## src/rtl/sqtm_pkg.sv

```systemverilog
// sqtm_pkg: widths, operation codes and the control/status bundles of the
// squarified treemap layout block; used by every other file of the block
package sqtm_pkg;

  // field widths of the item and rectangle channels
  localparam int WEIGHT_W   = 48;
  localparam int ID_W       = 22;
  localparam int GEO_W      = 17;
  localparam int FRAC_BITS  = 16;

  // scaled weight width and derived arithmetic widths
  localparam int SCALE_BITS = 20;
  localparam int DVD_W      = SCALE_BITS + FRAC_BITS + 1;
  localparam int RAT_W      = 2 * SCALE_BITS + FRAC_BITS + 1;
  localparam int CROSS_W    = 2 * RAT_W;
  localparam int MUL_W      = 64;
  localparam int PROD_W     = 2 * MUL_W;

  // side of the unit square
  localparam logic [GEO_W-1:0] UNIT = GEO_W'(1) << FRAC_BITS;

  // multiplier jobs: operand pair and destination register
  typedef enum logic [3:0] {
    MUL_TM,   // total * short side
    MUL_AMX,  // (total * short side) * row max
    MUL_AMN,  // (total * short side) * row min
    MUL_BS,   // long side * row sum
    MUL_BB,   // (long side * row sum) * row sum
    MUL_PP,   // choose-ratio product, left
    MUL_QQ,   // choose-ratio product, right
    MUL_X1,   // cur num * prev den
    MUL_X2,   // prev num * cur den
    MUL_SL,   // row sum * crossed side
    MUL_CS    // running sum * row side
  } mul_op_t;

  // divider jobs
  typedef enum logic {
    DIV_T,    // row thickness, divide by remaining total
    DIV_O     // item offset, divide by row sum
  } div_op_t;

  // datapath register actions
  typedef enum logic [4:0] {
    A_NONE,
    A_SH_INIT,
    A_SHIFT,
    A_TOT_INIT,
    A_RD_POS,
    A_RD_END,
    A_RD_IDX,
    A_TOT_ADD,
    A_ROW_INIT,
    A_CAND,
    A_SEL,
    A_SEL_PREV,
    A_ACCEPT,
    A_EMIT_INIT,
    A_C_ADD,
    A_O_ZERO,
    A_EMIT,
    A_ZERO_EMIT,
    A_ROW_END,
    A_EMPTY,
    A_CLEAR
  } act_t;

  typedef struct packed {
    act_t    act;
    logic    mul_start;
    mul_op_t mul_op;
    logic    div_start;
    div_op_t div_op;
  } dp_cmd_t;

  typedef struct packed {
    logic full_zero;
    logic sh_more;
    logic idx_n;
    logic idx_end;
    logic pos_end;
    logic end_n;
    logic tot_zero;
    logic winf;
    logic any_inf;
    logic greater;
    logic s_zero;
    logic mul_done;
    logic div_done;
    logic out_busy;
  } dp_stat_t;

endpackage

```

## src/rtl/sqtm_ctrl.sv

```systemverilog
// sqtm_ctrl: sequencer for load, scaling, row building and rectangle output
// depends on sqtm_pkg
module sqtm_ctrl import sqtm_pkg::*; (
  input  logic     clk,
  input  logic     rst,
  input  logic     in_fire,
  input  logic     in_last,
  input  dp_stat_t stat,
  output logic     in_ready,
  output dp_cmd_t  cmd
);
  localparam int ST_W = 37;

  typedef enum logic [ST_W-1:0] {
    S_LOAD      = ST_W'(1) << 0,
    S_SH_INIT   = ST_W'(1) << 1,
    S_SHIFT     = ST_W'(1) << 2,
    S_TOT_RD    = ST_W'(1) << 3,
    S_TOT_WAIT  = ST_W'(1) << 4,
    S_TOT_ADD   = ST_W'(1) << 5,
    S_ROW_TOP   = ST_W'(1) << 6,
    S_ROW_WAIT  = ST_W'(1) << 7,
    S_ROW_INIT  = ST_W'(1) << 8,
    S_W_TM      = ST_W'(1) << 9,
    S_W_AMX     = ST_W'(1) << 10,
    S_W_AMN     = ST_W'(1) << 11,
    S_W_BS      = ST_W'(1) << 12,
    S_W_BB      = ST_W'(1) << 13,
    S_W_PP      = ST_W'(1) << 14,
    S_W_QQ      = ST_W'(1) << 15,
    S_W_SEL     = ST_W'(1) << 16,
    S_CMP_X1    = ST_W'(1) << 17,
    S_CMP_X2    = ST_W'(1) << 18,
    S_CMP_DEC   = ST_W'(1) << 19,
    S_CAND_TOP  = ST_W'(1) << 20,
    S_CAND_WAIT = ST_W'(1) << 21,
    S_CAND_LOAD = ST_W'(1) << 22,
    S_T_MUL     = ST_W'(1) << 23,
    S_T_DIV     = ST_W'(1) << 24,
    S_E_RD      = ST_W'(1) << 25,
    S_E_WAIT    = ST_W'(1) << 26,
    S_E_CADD    = ST_W'(1) << 27,
    S_E_MUL     = ST_W'(1) << 28,
    S_E_DIV     = ST_W'(1) << 29,
    S_E_OUT     = ST_W'(1) << 30,
    S_ROW_END   = ST_W'(1) << 31,
    S_Z_RD      = ST_W'(1) << 32,
    S_Z_WAIT    = ST_W'(1) << 33,
    S_Z_OUT     = ST_W'(1) << 34,
    S_EMPTY     = ST_W'(1) << 35,
    S_CLEAR     = ST_W'(1) << 36
  } state_t;

  state_t state, state_next;
  logic   wait_q, wait_q_next;
  logic   row_start, row_start_next;

  // next state and commands
  always_comb begin
    state_next     = state;
    row_start_next = row_start;
    in_ready       = 1'b0;
    cmd.act        = A_NONE;
    cmd.mul_start  = 1'b0;
    cmd.mul_op     = MUL_TM;
    cmd.div_start  = 1'b0;
    cmd.div_op     = DIV_T;

    unique case (state)
      S_LOAD: begin
        in_ready = 1'b1;
        if (in_fire && in_last) state_next = S_SH_INIT;
      end
      S_SH_INIT: begin
        if (stat.full_zero) begin
          state_next = S_EMPTY;
        end else begin
          cmd.act    = A_SH_INIT;
          state_next = S_SHIFT;
        end
      end
      S_SHIFT: begin
        if (stat.sh_more) begin
          cmd.act = A_SHIFT;
        end else begin
          cmd.act    = A_TOT_INIT;
          state_next = S_TOT_RD;
        end
      end
      S_TOT_RD: begin
        if (stat.idx_n) begin
          state_next = S_ROW_TOP;
        end else begin
          cmd.act    = A_RD_IDX;
          state_next = S_TOT_WAIT;
        end
      end
      S_TOT_WAIT: state_next = S_TOT_ADD;
      S_TOT_ADD: begin
        cmd.act    = A_TOT_ADD;
        state_next = S_TOT_RD;
      end
      S_ROW_TOP: begin
        if (stat.pos_end) begin
          state_next = S_CLEAR;
        end else if (stat.tot_zero) begin
          cmd.act    = A_EMIT_INIT;
          state_next = S_Z_RD;
        end else begin
          cmd.act    = A_RD_POS;
          state_next = S_ROW_WAIT;
        end
      end
      S_ROW_WAIT: state_next = S_ROW_INIT;
      S_ROW_INIT: begin
        cmd.act        = A_ROW_INIT;
        row_start_next = 1'b1;
        state_next     = S_W_TM;
      end
      // worst ratio of the row held in ws, wmx, wmn
      S_W_TM: begin
        if (stat.winf) begin
          state_next = S_W_SEL;
        end else begin
          cmd.mul_op    = MUL_TM;
          cmd.mul_start = !wait_q;
          if (stat.mul_done) state_next = S_W_AMX;
        end
      end
      S_W_AMX: begin
        cmd.mul_op    = MUL_AMX;
        cmd.mul_start = !wait_q;
        if (stat.mul_done) state_next = S_W_AMN;
      end
      S_W_AMN: begin
        cmd.mul_op    = MUL_AMN;
        cmd.mul_start = !wait_q;
        if (stat.mul_done) state_next = S_W_BS;
      end
      S_W_BS: begin
        cmd.mul_op    = MUL_BS;
        cmd.mul_start = !wait_q;
        if (stat.mul_done) state_next = S_W_BB;
      end
      S_W_BB: begin
        cmd.mul_op    = MUL_BB;
        cmd.mul_start = !wait_q;
        if (stat.mul_done) state_next = S_W_PP;
      end
      S_W_PP: begin
        cmd.mul_op    = MUL_PP;
        cmd.mul_start = !wait_q;
        if (stat.mul_done) state_next = S_W_QQ;
      end
      S_W_QQ: begin
        cmd.mul_op    = MUL_QQ;
        cmd.mul_start = !wait_q;
        if (stat.mul_done) state_next = S_W_SEL;
      end
      S_W_SEL: begin
        if (row_start) begin
          cmd.act    = A_SEL_PREV;
          state_next = S_CAND_TOP;
        end else begin
          cmd.act    = A_SEL;
          state_next = S_CMP_X1;
        end
      end
      // does the candidate make the row worse
      S_CMP_X1: begin
        if (stat.any_inf) begin
          state_next = S_CMP_DEC;
        end else begin
          cmd.mul_op    = MUL_X1;
          cmd.mul_start = !wait_q;
          if (stat.mul_done) state_next = S_CMP_X2;
        end
      end
      S_CMP_X2: begin
        cmd.mul_op    = MUL_X2;
        cmd.mul_start = !wait_q;
        if (stat.mul_done) state_next = S_CMP_DEC;
      end
      S_CMP_DEC: begin
        if (stat.greater) begin
          state_next = S_T_MUL;
        end else begin
          cmd.act    = A_ACCEPT;
          state_next = S_CAND_TOP;
        end
      end
      S_CAND_TOP: begin
        if (stat.end_n) begin
          state_next = S_T_MUL;
        end else begin
          cmd.act    = A_RD_END;
          state_next = S_CAND_WAIT;
        end
      end
      S_CAND_WAIT: state_next = S_CAND_LOAD;
      S_CAND_LOAD: begin
        cmd.act        = A_CAND;
        row_start_next = 1'b0;
        state_next     = S_W_TM;
      end
      // row thickness
      S_T_MUL: begin
        cmd.mul_op    = MUL_SL;
        cmd.mul_start = !wait_q;
        if (stat.mul_done) state_next = S_T_DIV;
      end
      S_T_DIV: begin
        cmd.div_op    = DIV_T;
        cmd.div_start = !wait_q;
        if (stat.div_done) begin
          cmd.act    = A_EMIT_INIT;
          state_next = S_E_RD;
        end
      end
      // one rectangle per item of the row
      S_E_RD: begin
        if (stat.idx_end) begin
          state_next = S_ROW_END;
        end else begin
          cmd.act    = A_RD_IDX;
          state_next = S_E_WAIT;
        end
      end
      S_E_WAIT: state_next = S_E_CADD;
      S_E_CADD: begin
        cmd.act    = A_C_ADD;
        state_next = S_E_MUL;
      end
      S_E_MUL: begin
        if (stat.s_zero) begin
          cmd.act    = A_O_ZERO;
          state_next = S_E_OUT;
        end else begin
          cmd.mul_op    = MUL_CS;
          cmd.mul_start = !wait_q;
          if (stat.mul_done) state_next = S_E_DIV;
        end
      end
      S_E_DIV: begin
        cmd.div_op    = DIV_O;
        cmd.div_start = !wait_q;
        if (stat.div_done) state_next = S_E_OUT;
      end
      S_E_OUT: begin
        if (!stat.out_busy) begin
          cmd.act    = A_EMIT;
          state_next = S_E_RD;
        end
      end
      S_ROW_END: begin
        cmd.act    = A_ROW_END;
        state_next = S_ROW_TOP;
      end
      // remaining items once nothing is left to share out
      S_Z_RD: begin
        if (stat.idx_n) begin
          state_next = S_CLEAR;
        end else begin
          cmd.act    = A_RD_IDX;
          state_next = S_Z_WAIT;
        end
      end
      S_Z_WAIT: state_next = S_Z_OUT;
      S_Z_OUT: begin
        if (!stat.out_busy) begin
          cmd.act    = A_ZERO_EMIT;
          state_next = S_Z_RD;
        end
      end
      S_EMPTY: begin
        if (!stat.out_busy) begin
          cmd.act    = A_EMPTY;
          state_next = S_CLEAR;
        end
      end
      S_CLEAR: begin
        cmd.act    = A_CLEAR;
        state_next = S_LOAD;
      end
      default: state_next = S_LOAD;
    endcase
  end

  // outstanding unit job
  always_comb begin
    wait_q_next = wait_q;
    if (cmd.mul_start || cmd.div_start) begin
      wait_q_next = 1'b1;
    end else if (stat.mul_done || stat.div_done) begin
      wait_q_next = 1'b0;
    end
  end

  always_ff @(posedge clk) begin
    if (rst) begin
      state     <= S_LOAD;
      wait_q    <= 1'b0;
      row_start <= 1'b0;
    end else begin
      state     <= state_next;
      wait_q    <= wait_q_next;
      row_start <= row_start_next;
    end
  end
endmodule

```

## config.mk

```make
export PLATFORM = sky130hd
export DESIGN_NAME = sqtm_ctrl
export DESIGN_NICKNAME = d
export VERILOG_FILES = /design/src/rtl/sqtm_pkg.sv /design/src/rtl/sqtm_ctrl.sv
export SDC_FILE = /design/constraint.sdc
export NUM_CORES = 1
export LEC_CHECK = 0
export BUFFER_PORTS_ARGS = -buffer_cell sky130_fd_sc_hd__clkbuf_2
export CORE_UTILIZATION = 50
export DETAILED_ROUTE_END_ITERATION = 8
export GPL_TIMING_DRIVEN = 0
export PLACE_DENSITY = 0.7
export SYNTH_ARGS = -nofsm -noshare
export SYNTH_HDL_FRONTEND = slang
export SYNTH_SLANG_ARGS = --single-unit
```

## constraint.sdc

```tcl
create_clock -name clk -period 5.7 [get_ports clk]
set_input_delay 0.285 -clock clk [delete_from_list [all_inputs] [get_ports clk]]
set_output_delay 0.285 -clock clk [all_outputs]
set_load 0.01 [all_outputs]
```

==> flow_metrics.tcl <==
set metrics [dict create \
    grt_usage_pct 27.2 \
    synth_ff_type "dfxtp_1" \
    p_per_area_nw_per_um2 223 \
    place_congestion 0.949 \
    area_growth_pct 11.3 \
    synth_area_um2 2850 \
    synth_seq_cells 39 \
    diodes 0 \
    synthArstFlopShare_pct 0 \
    die_area_um2 6010 \
    nets 398 \
    crit_type "flip-flop to output pin" \
    setup_viol 0 \
    relSlewSlack_pct 53.0 \
    hold_path_class "primary input to flip-flop" \
    setup_slack_ns 2.33 \
    fin_crit_sh_pct 59.1 \
    clkSlewWorstSetupHoldPaths_ns 0.09 \
    dp_hpwl_um 6020 \
    htreeDepth 2 \
    grt_pass1_wl_um 12600 \
    hold_violations 0 \
    grt_antenna_before_repair 0 \
    tns_ns 0 \
    hold_ws_ns 0.164 \
    row_count 27 \
    crit_fanout 10 \
    cts_tree "yes" \
    maxCapViolCount 0 \
    holdBufCountCts 0 \
    coreArea_um2 5510 \
    fin_area_um2 3180 \
    rsz0062_at_grt "false" \
    clock.fmax_mhz 297 \
    syn_nets 361 \
    grt_max_degree 12 \
    numCtsBuffers 5 \
    cts-root-buf "clkbuf_8" \
    drt_iter0_drc 198 \
    via_per_inst 6.25 \
    cts_buffer_depth 2 \
    worst_pin_slew_ns 0.698 \
    leakage_nw 1.21 \
    post_cts_buffers 0 \
    slew_viol_final 0 \
    drc 0 \
    synth_cells 343 \
    antenna_left 0 \
    period_minus_slack_ns 3.37 \
    layout-drive-gt1-share_pct 25.5 \
    dr.pass1.iters 5 \
    reg2reg_slack_ns 2.71 \
    final_cell_mix "nor2_1, dfxtp_1, nand2_1, clkbuf_2, a21oi_1" \
    start_util_pct 51.8 \
    worst_skew_pair.late_latency_ns 0.30 \
    via_count 2831 \
    die_h_um 77.6 \
    port_buffers 30 \
    clock_skew_ns 0.0146 \
    synth_cell_types 68 \
    die_w_um 77.6 \
    clock-sinks 39 \
    final_common_cell "nor2_1" \
    fin_util_pct 57.7 \
    run_status "finished, final reports clean" \
    wl_per_cell_um 17.5 \
    ys_seq_area_share_pct 27.4 \
    wirelength_um 7940 \
    io_pins 31 \
    critPathRequiredTime_ns 5.41 \
    peakVddDrop_uv 122 \
    worstPathArrival_ns 3.08 \
    yosysWarnings 0 \
    cp-end-kind "output pin" \
    avgSynthCellArea_um2 8.32 \
    post_cts_resized 0 \
    grt_pass1_vias 2534 \
    synth-edff-count 0 \
    placed_cell_area_um2 3090 \
    crit_path_start_kind "flip-flop" \
    detailedPlace.worstSlack_ns 2.74 \
    grt_overflow 0 \
]
==> worst max-delay path: stages, from the launching register on <==
cell	delay, ns
dfxtp_1	0.31
buf_6	0.13
nor4_2	0.57
nand4_2	0.30
or2_1	0.38
nor4_1	0.41
nand2_1	0.14
o311ai_0	0.33
clkbuf_2	0.20
==> path summary, 6_finish.rpt <==
check / from / endpoint / depth (start not counted)
hold / removal: stat[10] / state[26]$_SDFFE_PP0P_ / 2
setup / recovery: state[13]$_SDFFE_PP0P_ / cmd[8] / 8
hold reg to reg: row_start$_SDFFE_PP0P_ / state[20]$_SDFFE_PP0P_ / 2
setup reg to reg: state[13]$_SDFFE_PP0P_ / state[30]$_SDFFE_PP0P_ / 9
==> state kept, by name (all words and copies together) (netlist names) <==
name and count:
state 37, row_start 1, wait_q 1
==> metal layers <==
layer,up-vias,GRT usage (%),wire (um)
met2,90,42.1,3620
li1,1371,-,-
met4,0,11.3,205
met1,1353,35.9,3600
met5,-,0,0
met3,17,6.35,521
==> synthesized netlist by cell type (all sizes together), types with 8 or more instances <==
cell type | count | share of area, %
a21oi | 14 | 2.5
buf | 17 | 3.7
dfxtp | 39 | 27
nand2 | 32 | 4.3
nand4 | 10 | 2.4
nand4b | 9 | 3.0
nor2 | 53 | 7.8
nor3 | 14 | 2.8
nor4 | 20 | 8.5
or4b | 8 | 2.9
==> cell families (layout without fill, tap and decap cells) <==
group	after synthesis	in the layout	share of synthesized area [%]
buffers and inverters	28	66	5.17
XOR/XNOR	7	7	2.15
AND/OR/NAND/NOR	205	205	47.1
AO/OA/AOI/OAI	56	56	15.3
flip-flops	39	39	27.4
multiplexers	8	8	2.85
==> report_power, final <==
group          switching, mW  internal, mW  total [mW]
clock network          0.102        0.0860       0.188
registers            0.00947         0.277       0.286
logic                  0.155        0.0794       0.234
total                  0.266         0.442       0.708
==> per-stage QoR <==
step           total power, mW  std cells
2_1_floorplan            0.454        343
3_3_place_gp             0.523        445
3_5_place_dp             0.524        445
4_1_cts                  0.708        453
5_1_grt                  0.737        453
6_report                 0.708        453
==> cell type report <==
cell class | count | area (um2)
Buffer | 22 | 125
Clock buffer | 7 | 76.3
Clock inverter | 1 | 5.00
Fill cell | 549 | 2330
Inverter | 6 | 22.5
Multi-Input combinational cell | 276 | 1930
Sequential cell | 39 | 781
Tap cell | 72 | 90.1
Timing Repair Buffer | 30 | 150
Power figures use the tool's default switching activity.
